[config.mk]
export PLATFORM = sky130hd
export DESIGN_NAME = dns_a_record_responder
export DESIGN_NICKNAME = d
export VERILOG_FILES = /design/src/hw/rtl/dar_pkg.sv /design/src/hw/rtl/dar_front.sv /design/src/hw/rtl/dar_cmd_fifo.sv /design/src/hw/rtl/dar_back.sv /design/src/hw/rtl/dns_a_record_responder.sv
export SDC_FILE = /design/constraint.sdc
export NUM_CORES = 1
export LEC_CHECK = 0
export BUFFER_PORTS_ARGS = -buffer_cell sky130_fd_sc_hd__buf_4
export CAP_MARGIN = 10
export CORE_AREA = 8 8 185 117
export CTS_BUF_LIST = sky130_fd_sc_hd__clkbuf_4 sky130_fd_sc_hd__clkbuf_8 sky130_fd_sc_hd__clkbuf_16
export DETAILED_ROUTE_END_ITERATION = 16
export DIE_AREA = 0 0 193 125
export GPL_TIMING_DRIVEN = 0
export MAX_ROUTING_LAYER = met4
export PLACE_DENSITY = 0.78
export SYNTH_ARGS = -nofsm -noshare
export SYNTH_HDL_FRONTEND = slang
export SYNTH_SLANG_ARGS = --single-unit
export TNS_END_PERCENT = 50
[constraint.sdc]
create_clock -name clk -period 8.33 [get_ports clk]
set_input_delay 0.4165 -clock clk [delete_from_list [all_inputs] [get_ports clk]]
set_output_delay 0.4165 -clock clk [all_outputs]
set_load 0.01 [all_outputs]
[src/hw/rtl/dar_pkg.sv]
// Package for the DNS A-record responder: sizes, register indexes,
// the front-to-back command type and header byte lookup.
// No dependencies.
`timescale 1ns / 1ps
`default_nettype none
package dar_pkg;

    localparam int MAX_DATAGRAM = 512;
    localparam int HDR_LEN      = 12;
    localparam int ANS_LEN      = 16;
    localparam int COPY_LIMIT   = MAX_DATAGRAM - ANS_LEN;
    localparam int POS_W        = $clog2(MAX_DATAGRAM + 1);

    localparam int CFG_IDX_W = 1;
    localparam logic [CFG_IDX_W-1:0] REG_ANSWER_ADDRESS = 1'd0;
    localparam logic [CFG_IDX_W-1:0] REG_ANSWER_TTL     = 1'd1;

    localparam int FIFO_DEPTH = 4;
    localparam int FIFO_AW    = $clog2(FIFO_DEPTH);

    // One command: header bytes [hdr_lo, hdr_hi), then an optional copied
    // query byte, then optionally the 16-byte answer record.
    typedef struct packed {
        logic [15:0] id;
        logic [3:0]  hdr_lo;
        logic [3:0]  hdr_hi;
        logic        has_copy;
        logic [7:0]  copy_byte;
        logic        answer;
    } cmd_t;

    function automatic logic [7:0] hdr_byte(input logic [3:0] idx, input logic [15:0] id);
        logic [7:0] b;
        unique case (idx)
            4'd0:    b = id[15:8];
            4'd1:    b = id[7:0];
            4'd2:    b = 8'h84;
            4'd5:    b = 8'h01;
            4'd7:    b = 8'h01;
            default: b = 8'h00;
        endcase
        return b;
    endfunction

endpackage
`default_nettype wire

[src/hw/rtl/dar_front.sv]
// Front part: tracks the datagram position, captures the ID and turns
// each input byte into at most one command. Depends on dar_pkg.
`timescale 1ns / 1ps
`default_nettype none
module dar_front (
    input  wire logic          clk,
    input  wire logic          rst_n,
    input  wire logic          accept,
    input  wire logic [7:0]    in_byte,
    input  wire logic          in_last,
    output dar_pkg::cmd_t      cmd,
    output logic               cmd_valid
);

    logic [dar_pkg::POS_W-1:0] pos_reg, pos_next;
    logic [15:0]               id_reg, id_next;
    logic                      ignored_reg, ignored_next;

    always_comb
    begin
        pos_next     = pos_reg;
        id_next      = id_reg;
        ignored_next = ignored_reg;
        cmd_valid    = 1'b0;
        cmd.id        = id_reg;
        cmd.hdr_lo    = 4'd0;
        cmd.hdr_hi    = 4'd0;
        cmd.has_copy  = 1'b0;
        cmd.copy_byte = in_byte;
        cmd.answer    = 1'b0;

        if (pos_reg == '0) begin
            id_next[15:8] = in_byte;
        end else if (pos_reg == dar_pkg::POS_W'(1)) begin
            id_next[7:0] = in_byte;
        end else if (!ignored_reg) begin
            if (pos_reg == dar_pkg::POS_W'(2) && in_byte[7]) begin
                ignored_next = 1'b1;
            end else if (pos_reg < dar_pkg::POS_W'(dar_pkg::HDR_LEN)) begin
                cmd_valid  = 1'b1;
                cmd.hdr_lo = (pos_reg == dar_pkg::POS_W'(2)) ? 4'd0 : pos_reg[3:0];
                cmd.hdr_hi = in_last ? 4'(dar_pkg::HDR_LEN) : pos_reg[3:0] + 4'd1;
                cmd.answer = in_last;
            end else if (pos_reg < dar_pkg::POS_W'(dar_pkg::COPY_LIMIT)) begin
                cmd_valid    = 1'b1;
                cmd.has_copy = 1'b1;
                cmd.answer   = in_last;
            end else if (in_last) begin
                cmd_valid  = 1'b1;
                cmd.answer = 1'b1;
            end
        end

        if (in_last) begin
            pos_next     = '0;
            ignored_next = 1'b0;
        end else if (pos_reg < dar_pkg::POS_W'(dar_pkg::MAX_DATAGRAM)) begin
            pos_next = pos_reg + dar_pkg::POS_W'(1);
        end
    end

    always_ff @(posedge clk or negedge rst_n)
    begin
        if (!rst_n) begin
            pos_reg     <= '0;
            id_reg      <= '0;
            ignored_reg <= 1'b0;
        end else if (accept) begin
            pos_reg     <= pos_next;
            id_reg      <= id_next;
            ignored_reg <= ignored_next;
        end
    end

endmodule
`default_nettype wire

[src/hw/rtl/dar_cmd_fifo.sv]
// Small command queue between front and back.
// Depends on dar_pkg.
`timescale 1ns / 1ps
`default_nettype none
module dar_cmd_fifo (
    input  wire logic          clk,
    input  wire logic          rst_n,
    input  wire logic          wr_en,
    input  wire dar_pkg::cmd_t wr_cmd,
    output logic               full,
    input  wire logic          rd_en,
    output dar_pkg::cmd_t      rd_cmd,
    output logic               rd_valid
);

    dar_pkg::cmd_t               mem_reg [dar_pkg::FIFO_DEPTH];
    logic [dar_pkg::FIFO_AW-1:0] wptr_reg, rptr_reg;
    logic [dar_pkg::FIFO_AW:0]   cnt_reg, cnt_next;

    assign full     = (cnt_reg == (dar_pkg::FIFO_AW+1)'(dar_pkg::FIFO_DEPTH));
    assign rd_valid = (cnt_reg != '0);
    assign rd_cmd   = mem_reg[rptr_reg];

    always_comb
    begin
        cnt_next = cnt_reg;
        if (wr_en && !(rd_en && rd_valid))
            cnt_next = cnt_reg + (dar_pkg::FIFO_AW+1)'(1);
        else if (!wr_en && rd_en && rd_valid)
            cnt_next = cnt_reg - (dar_pkg::FIFO_AW+1)'(1);
    end

    always_ff @(posedge clk)
    begin
        if (wr_en)
            mem_reg[wptr_reg] <= wr_cmd;
    end

    always_ff @(posedge clk or negedge rst_n)
    begin
        if (!rst_n) begin
            wptr_reg <= '0;
            rptr_reg <= '0;
            cnt_reg  <= '0;
        end else begin
            if (wr_en)
                wptr_reg <= wptr_reg + dar_pkg::FIFO_AW'(1);
            if (rd_en && rd_valid)
                rptr_reg <= rptr_reg + dar_pkg::FIFO_AW'(1);
            cnt_reg <= cnt_next;
        end
    end

endmodule
`default_nettype wire

[src/hw/rtl/dar_back.sv]
// Back part: expands each queued command into response bytes, one per
// cycle unless pop holds the output, into the output register. Depends on dar_pkg.
`timescale 1ns / 1ps
`default_nettype none
module dar_back (
    input  wire logic          clk,
    input  wire logic          rst_n,
    input  wire dar_pkg::cmd_t cmd,
    input  wire logic          cmd_valid,
    output logic               cmd_pop,
    input  wire logic [31:0]   answer_address,
    input  wire logic [31:0]   answer_ttl,
    output logic               empty,
    input  wire logic          pop,
    output logic [7:0]         out_byte,
    output logic               out_last
);

    typedef enum logic [1:0] {PH_HDR, PH_COPY, PH_ANS} phase_t;

    phase_t     phase_reg, phase_next, eph;
    logic [3:0] idx_reg, idx_next, eidx;
    logic       fresh_reg, fresh_next;
    logic       out_valid_reg;
    logic [7:0] out_byte_reg, byte_now;
    logic       out_last_reg, last_now;
    logic       adv, done;

    assign adv      = cmd_valid && (!out_valid_reg || pop);
    assign empty    = !out_valid_reg;
    assign out_byte = out_byte_reg;
    assign out_last = out_last_reg;
    assign cmd_pop  = adv && done;

    always_comb
    begin
        if (fresh_reg) begin
            if (cmd.hdr_lo < cmd.hdr_hi)
                eph = PH_HDR;
            else if (cmd.has_copy)
                eph = PH_COPY;
            else
                eph = PH_ANS;
            eidx = (cmd.hdr_lo < cmd.hdr_hi) ? cmd.hdr_lo : 4'd0;
        end else begin
            eph  = phase_reg;
            eidx = idx_reg;
        end

        last_now = 1'b0;
        unique case (eidx)
            4'd0:    byte_now = 8'hC0;
            4'd1:    byte_now = 8'h0C;
            4'd3:    byte_now = 8'h01;
            4'd5:    byte_now = 8'h01;
            4'd6:    byte_now = answer_ttl[31:24];
            4'd7:    byte_now = answer_ttl[23:16];
            4'd8:    byte_now = answer_ttl[15:8];
            4'd9:    byte_now = answer_ttl[7:0];
            4'd11:   byte_now = 8'h04;
            4'd12:   byte_now = answer_address[31:24];
            4'd13:   byte_now = answer_address[23:16];
            4'd14:   byte_now = answer_address[15:8];
            4'd15:   byte_now = answer_address[7:0];
            default: byte_now = 8'h00;
        endcase

        done       = 1'b0;
        phase_next = eph;
        idx_next   = eidx;
        fresh_next = 1'b0;
        unique case (eph)
            PH_HDR:
            begin
                byte_now = dar_pkg::hdr_byte(eidx, cmd.id);
                if (eidx + 4'd1 < cmd.hdr_hi) begin
                    idx_next = eidx + 4'd1;
                end else if (cmd.has_copy) begin
                    phase_next = PH_COPY;
                end else if (cmd.answer) begin
                    phase_next = PH_ANS;
                    idx_next   = 4'd0;
                end else begin
                    done = 1'b1;
                end
            end
            PH_COPY:
            begin
                byte_now = cmd.copy_byte;
                if (cmd.answer) begin
                    phase_next = PH_ANS;
                    idx_next   = 4'd0;
                end else begin
                    done = 1'b1;
                end
            end
            PH_ANS:
            begin
                if (eidx == 4'(dar_pkg::ANS_LEN - 1)) begin
                    last_now = 1'b1;
                    done     = 1'b1;
                end else begin
                    idx_next = eidx + 4'd1;
                end
            end
            default:
            begin
                done = 1'b1;
            end
        endcase
        if (done)
            fresh_next = 1'b1;
    end

    always_ff @(posedge clk or negedge rst_n)
    begin
        if (!rst_n) begin
            phase_reg     <= PH_HDR;
            idx_reg       <= 4'd0;
            fresh_reg     <= 1'b1;
            out_valid_reg <= 1'b0;
        end else begin
            if (adv) begin
                phase_reg     <= phase_next;
                idx_reg       <= idx_next;
                fresh_reg     <= fresh_next;
                out_valid_reg <= 1'b1;
            end else if (pop) begin
                out_valid_reg <= 1'b0;
            end
        end
    end

    always_ff @(posedge clk)
    begin
        if (adv) begin
            out_byte_reg <= byte_now;
            out_last_reg <= last_now;
        end
    end

endmodule
`default_nettype wire

[src/hw/rtl/dns_a_record_responder.sv]
// Top level of the DNS A-record responder: configuration registers and
// the front / command queue / back chain. Depends on dar_pkg, dar_front,
// dar_cmd_fifo and dar_back.
//
// Usage:
//   Input channel: query bytes with in_last on the final byte; a transaction
//   completes when push is high and full is low. One byte per cycle is taken.
//   Output channel: response bytes with out_last on the final byte; the
//   oldest byte is shown while empty is low and leaves when pop is high.
//   Config channel: cfg_valid/cfg_ready with cfg_index (0 = answer_address,
//   1 = answer_ttl) and cfg_data; cfg_ready is always high.
//   Path: each command passes through the command queue and the output
//   register before its first response byte is shown. The back emits one
//   byte per cycle while pop keeps up, so query bytes stream through at full
//   rate; input byte 2 expands to three bytes and the last byte to up to 28.
//   While the back works through them the 4-entry command queue keeps taking
//   transactions; full rises once it holds four commands.
//   Stall: when pop stays low the output register holds, the queue fills
//   and full goes high; nothing is dropped.
//   Reset: position, ID and ignore flag clear, the queue and output empty,
//   and the registers return to 0xC0A80307 / 10.
`timescale 1ns / 1ps
`default_nettype none
module dns_a_record_responder (
    input  wire logic                           clk,
    input  wire logic                           rst_n,
    input  wire logic                           push,
    output logic                                full,
    input  wire logic [7:0]                     in_byte,
    input  wire logic                           in_last,
    output logic                                empty,
    input  wire logic                           pop,
    output logic [7:0]                          out_byte,
    output logic                                out_last,
    input  wire logic                           cfg_valid,
    output logic                                cfg_ready,
    input  wire logic [dar_pkg::CFG_IDX_W-1:0]  cfg_index,
    input  wire logic [31:0]                    cfg_data
);

    logic [31:0]   answer_address_reg;
    logic [31:0]   answer_ttl_reg;
    logic          accept;
    dar_pkg::cmd_t front_cmd, head_cmd;
    logic          front_valid, head_valid, head_pop;

    assign cfg_ready = 1'b1;
    assign accept    = push && !full;

    always_ff @(posedge clk or negedge rst_n)
    begin
        if (!rst_n) begin
            answer_address_reg <= 32'hC0A80307;
            answer_ttl_reg     <= 32'd10;
        end else if (cfg_valid && cfg_ready) begin
            unique case (cfg_index)
                dar_pkg::REG_ANSWER_ADDRESS: answer_address_reg <= cfg_data;
                dar_pkg::REG_ANSWER_TTL:     answer_ttl_reg     <= cfg_data;
                default: ;
            endcase
        end
    end

    // Classifies each byte; at most one command per transaction.
    dar_front u_front (
        .clk       (clk),
        .rst_n     (rst_n),
        .accept    (accept),
        .in_byte   (in_byte),
        .in_last   (in_last),
        .cmd       (front_cmd),
        .cmd_valid (front_valid)
    );

    dar_cmd_fifo u_fifo (
        .clk      (clk),
        .rst_n    (rst_n),
        .wr_en    (accept && front_valid),
        .wr_cmd   (front_cmd),
        .full     (full),
        .rd_en    (head_pop),
        .rd_cmd   (head_cmd),
        .rd_valid (head_valid)
    );

    dar_back u_back (
        .clk            (clk),
        .rst_n          (rst_n),
        .cmd            (head_cmd),
        .cmd_valid      (head_valid),
        .cmd_pop        (head_pop),
        .answer_address (answer_address_reg),
        .answer_ttl     (answer_ttl_reg),
        .empty          (empty),
        .pop            (pop),
        .out_byte       (out_byte),
        .out_last       (out_last)
    );

endmodule
`default_nettype wire

==> impl_metrics.ini <==
[clock_tree]
cts_tree = yes
numCtsBuffers = 23
root_buffer = clkbuf_16
ctsResizeCount = 0
cts_max_level = 1
cts_sinks = 251
cts_setup_buffers = 0
clk_latency_ps = 520
clk_pin_slew_ps = 70
clk_path_buf_depth = 3

[global_routing]
grt_pass1_wl_um = 41400
grt_pass1_vias = 7295
busiest_layer = met2
grt.total_usage = 0.227
antenna_found_initial = 1
global_route.overflow_total = 0
gr-usage-met1 = 0.321
grt_max_degree = 66
use_met3 = 0.0600
met2_usage = 0.332

[status]
status = complete, no violations

[synthesis]
syn-instance-count = 759
postSynth.asyncResetShare = 0.422
ys.warnings.count = 0
synthTopCellsByArea = edfxtp_1, dfrtp_1, mux2_2, mux4_2, dfstp_2
synth_top_family_by_area = multiplexers
yosysTopAreaCellShare = 0.388
syn_area_sq_mm = 0.0112
yosys-top-cells-count = edfxtp_1, dfrtp_1, mux2_2
yosysMostFrequentCell = edfxtp_1
ys_ff_latch = 251
yosysSeqAreaShare = 0.626
yosysTopAreaCell = edfxtp_1
synthMuxAreaShare = 0.153
synth_ff_type = edfxtp_1
syn_nets = 825
yosys.area_share.simple = 0.0712
synth-compound-area-share = 0.0983
synthXorXnorAreaFrac = 0.00858
avgSynthCellArea_sq_um = 14.8
synth.distinct_cells = 75
synth_adder_area_share = 0.0218
synth_edf_count = 145

[floorplanning]
dieHeight_um = 125
io_pins = 59
core_sq_mm = 0.0192
rows = 40
die-area_sq_mm = 0.0241
initial_core_util = 0.584
floorplan.die.width_um = 193

[sta]
fin_hold_ws_ps = 115
maxSlewHeadroom = 0.252
fmax_mhz = 128
setup_viol = 0
fin_skew_ps = 16.2
finalSetupTns_ps = 0
rsz0062_at_grt = no
slew_viol_final = 0
fin_ws_ps = 522
worstMarginPinSlew_ps = 1120
fin_crit_sh = 0.937
fin_crit_ps = 7810
final_hold_viol_count = 0

[pwr]
power.internal_uw = 3010
switching_power_uw = 1740
p_leak_uw = 0.00482
ir_drop_mv = 0.191
clock_power_share = 0.222
switching_share = 0.367
seq_power_share = 0.378
total_power_uw = 4760
power_density_mw_per_mm2 = 370
combPwrFrac = 0.400

[final_layout]
largest_reg_flops = 136
stdcell_count = 1117
layout.nets = 913
final_layout_size_suffix_gt1_frac = 0.294
area_growth_pct = 14.5
fillers = 1320

[routing]
drtAntennaViolNets = 0
num_vias = 7208
firstDrtPassIters = 4
via_per_inst = 6.45
drc = 0
drt_iter0_markers = 738
wl_per_cell_um = 23.5
totalWireLength_um = 26300

[setup_path]
critPathKind = reg2reg
reg2reg_from = u_fifo.rptr_reg[1]$_DFFE_PN0P_
cp_top_family = buffers and inverters
critPathCaptureType = flop
critPathLaunch = u_fifo.rptr_reg[1]$_DFFE_PN0P_
max_stage_delay_ps = 680
cp_num_buf_inv = 8
critical_path_required_ps = 8710
critPathSlowestCell = clkbuf_1
cp.depth = 25
crit_fanout = 10
cp_common_cell = clkbuf_1
cp.arrival_ps = 8180
start_kind = flop
reg2reg_depth = 25

[hold_path]
hold_start = in_byte[6]
hold_path_class = in2reg
holdPathStages = 1

[placed_design]
dp.cells = 1073
hpwl_um = 18400
port_buffers = 57
gp_congestion = 0.918
place_worst_setup_slack_ps = 782

[run]
maxCapViolCount = 0
==> cells in the final DEF, fill, tap and decap left out, types with 4 or more instances in the layout <==
master	n
and2_2	4
clkbuf_1	20
buf_1	10
inv_1	22
nand2_1	38
and3_1	8
nor3b_1	4
xnor2_1	7
and2_1	9
edfxtp_1	145
clkbuf_4	6
a31o_2	5
o211ai_1	8
o221ai_1	6
nor3_1	9
mux2i_1	4
a22oi_1	32
mux4_2	33
xor2_1	4
buf_4	58
dfrtp_1	93
o21ai_0	25
nand3_1	13
nand4_1	6
nor2_1	29
a21oi_1	19
a31oi_1	7
mux2_2	82
clkbuf_16	23
nand2b_1	8
nor2b_1	8
buf_12	4
a211oi_1	4
ha_1	18
dfstp_2	13
==> what timing repair did <==
action                     CTS  global route
hold buffers                 1             0
setup endpoints to repair    0             0
hold endpoints to repair    34             0
==> power by group through the flow <==
stage / registers (uW) / clock network [uW] / logic [uW]
after floorplan: 1780 / 0 / 1290
after global placement: 1800 / 0 / 1790
after detailed placement: 1820 / 0 / 1860
after CTS: 1800 / 1070 / 1870
after global routing: 1820 / 1120 / 2060
final: 1800 / 1060 / 1900
==> metal layers <==
layer | vias to the layer above | share of wire
li1 | 3146 | -
met1 | 3684 | 0.43
met2 | 337 | 0.45
met3 | 41 | 0.093
met4 | 0 | 0.020
met5 | - | 0
==> worst paths after layout <==
| check | slack (ps) | end |
|---|---|---|
| max in group asynchronous | 7120 | answer_address_reg[23]$_DFFE_PN1P_ |
| worst max register to register | 520 | u_fifo.cnt_reg[2]$_DFFE_PN0P_ |
| min in group asynchronous | 440 | u_front.pos_reg[5]$_DFFE_PN0P_ |
| worst max-delay path | 520 | u_fifo.cnt_reg[2]$_DFFE_PN0P_ |
| worst min-delay path | 120 | u_fifo.mem_reg[0][7]$_DFFE_PP_ |
| worst min register to register | 500 | u_fifo.mem_reg[1][26]$_DFFE_PP_ |
==> cell type report <==
| type | instances | area [sq um] | share of cell area |
|---|---|---|---|
| sequential | 251 | 7020 | 0.547 |
| multi-input combinational | 451 | 3970 | 0.309 |
| clock buffer | 30 | 634 | 0.0494 |
| timing repair buffer | 63 | 546 | 0.0425 |
| tap | 252 | 315 | 0.0245 |
| buffer | 35 | 153 | 0.0119 |
| clock inverter | 12 | 121 | 0.00945 |
| inverter | 22 | 82.6 | 0.00643 |
| antenna | 1 | 2.50 | 0.000195 |
==> logic make-up (layout without fill, tap and decap cells) <==
logic type,Yosys count,after routing
DFF,251,251
buffers and inverters,57,162
other,1,2
muxes,120,120
xor gates and xnor gates,11,11
adders and majority gates,19,19
AOI/OAI and AO/OA,149,149
and+or+nand+nor,151,151
==> metrics by stage <==
step,utilization,cell area (sq um)
after floorplan,-,11200
after global placement,0.623,12000
after global routing,0.669,12800
after detailed placement,0.629,12100
final,0.669,12800
after CTS,0.668,12800
Power figures use the tool's default switching activity.
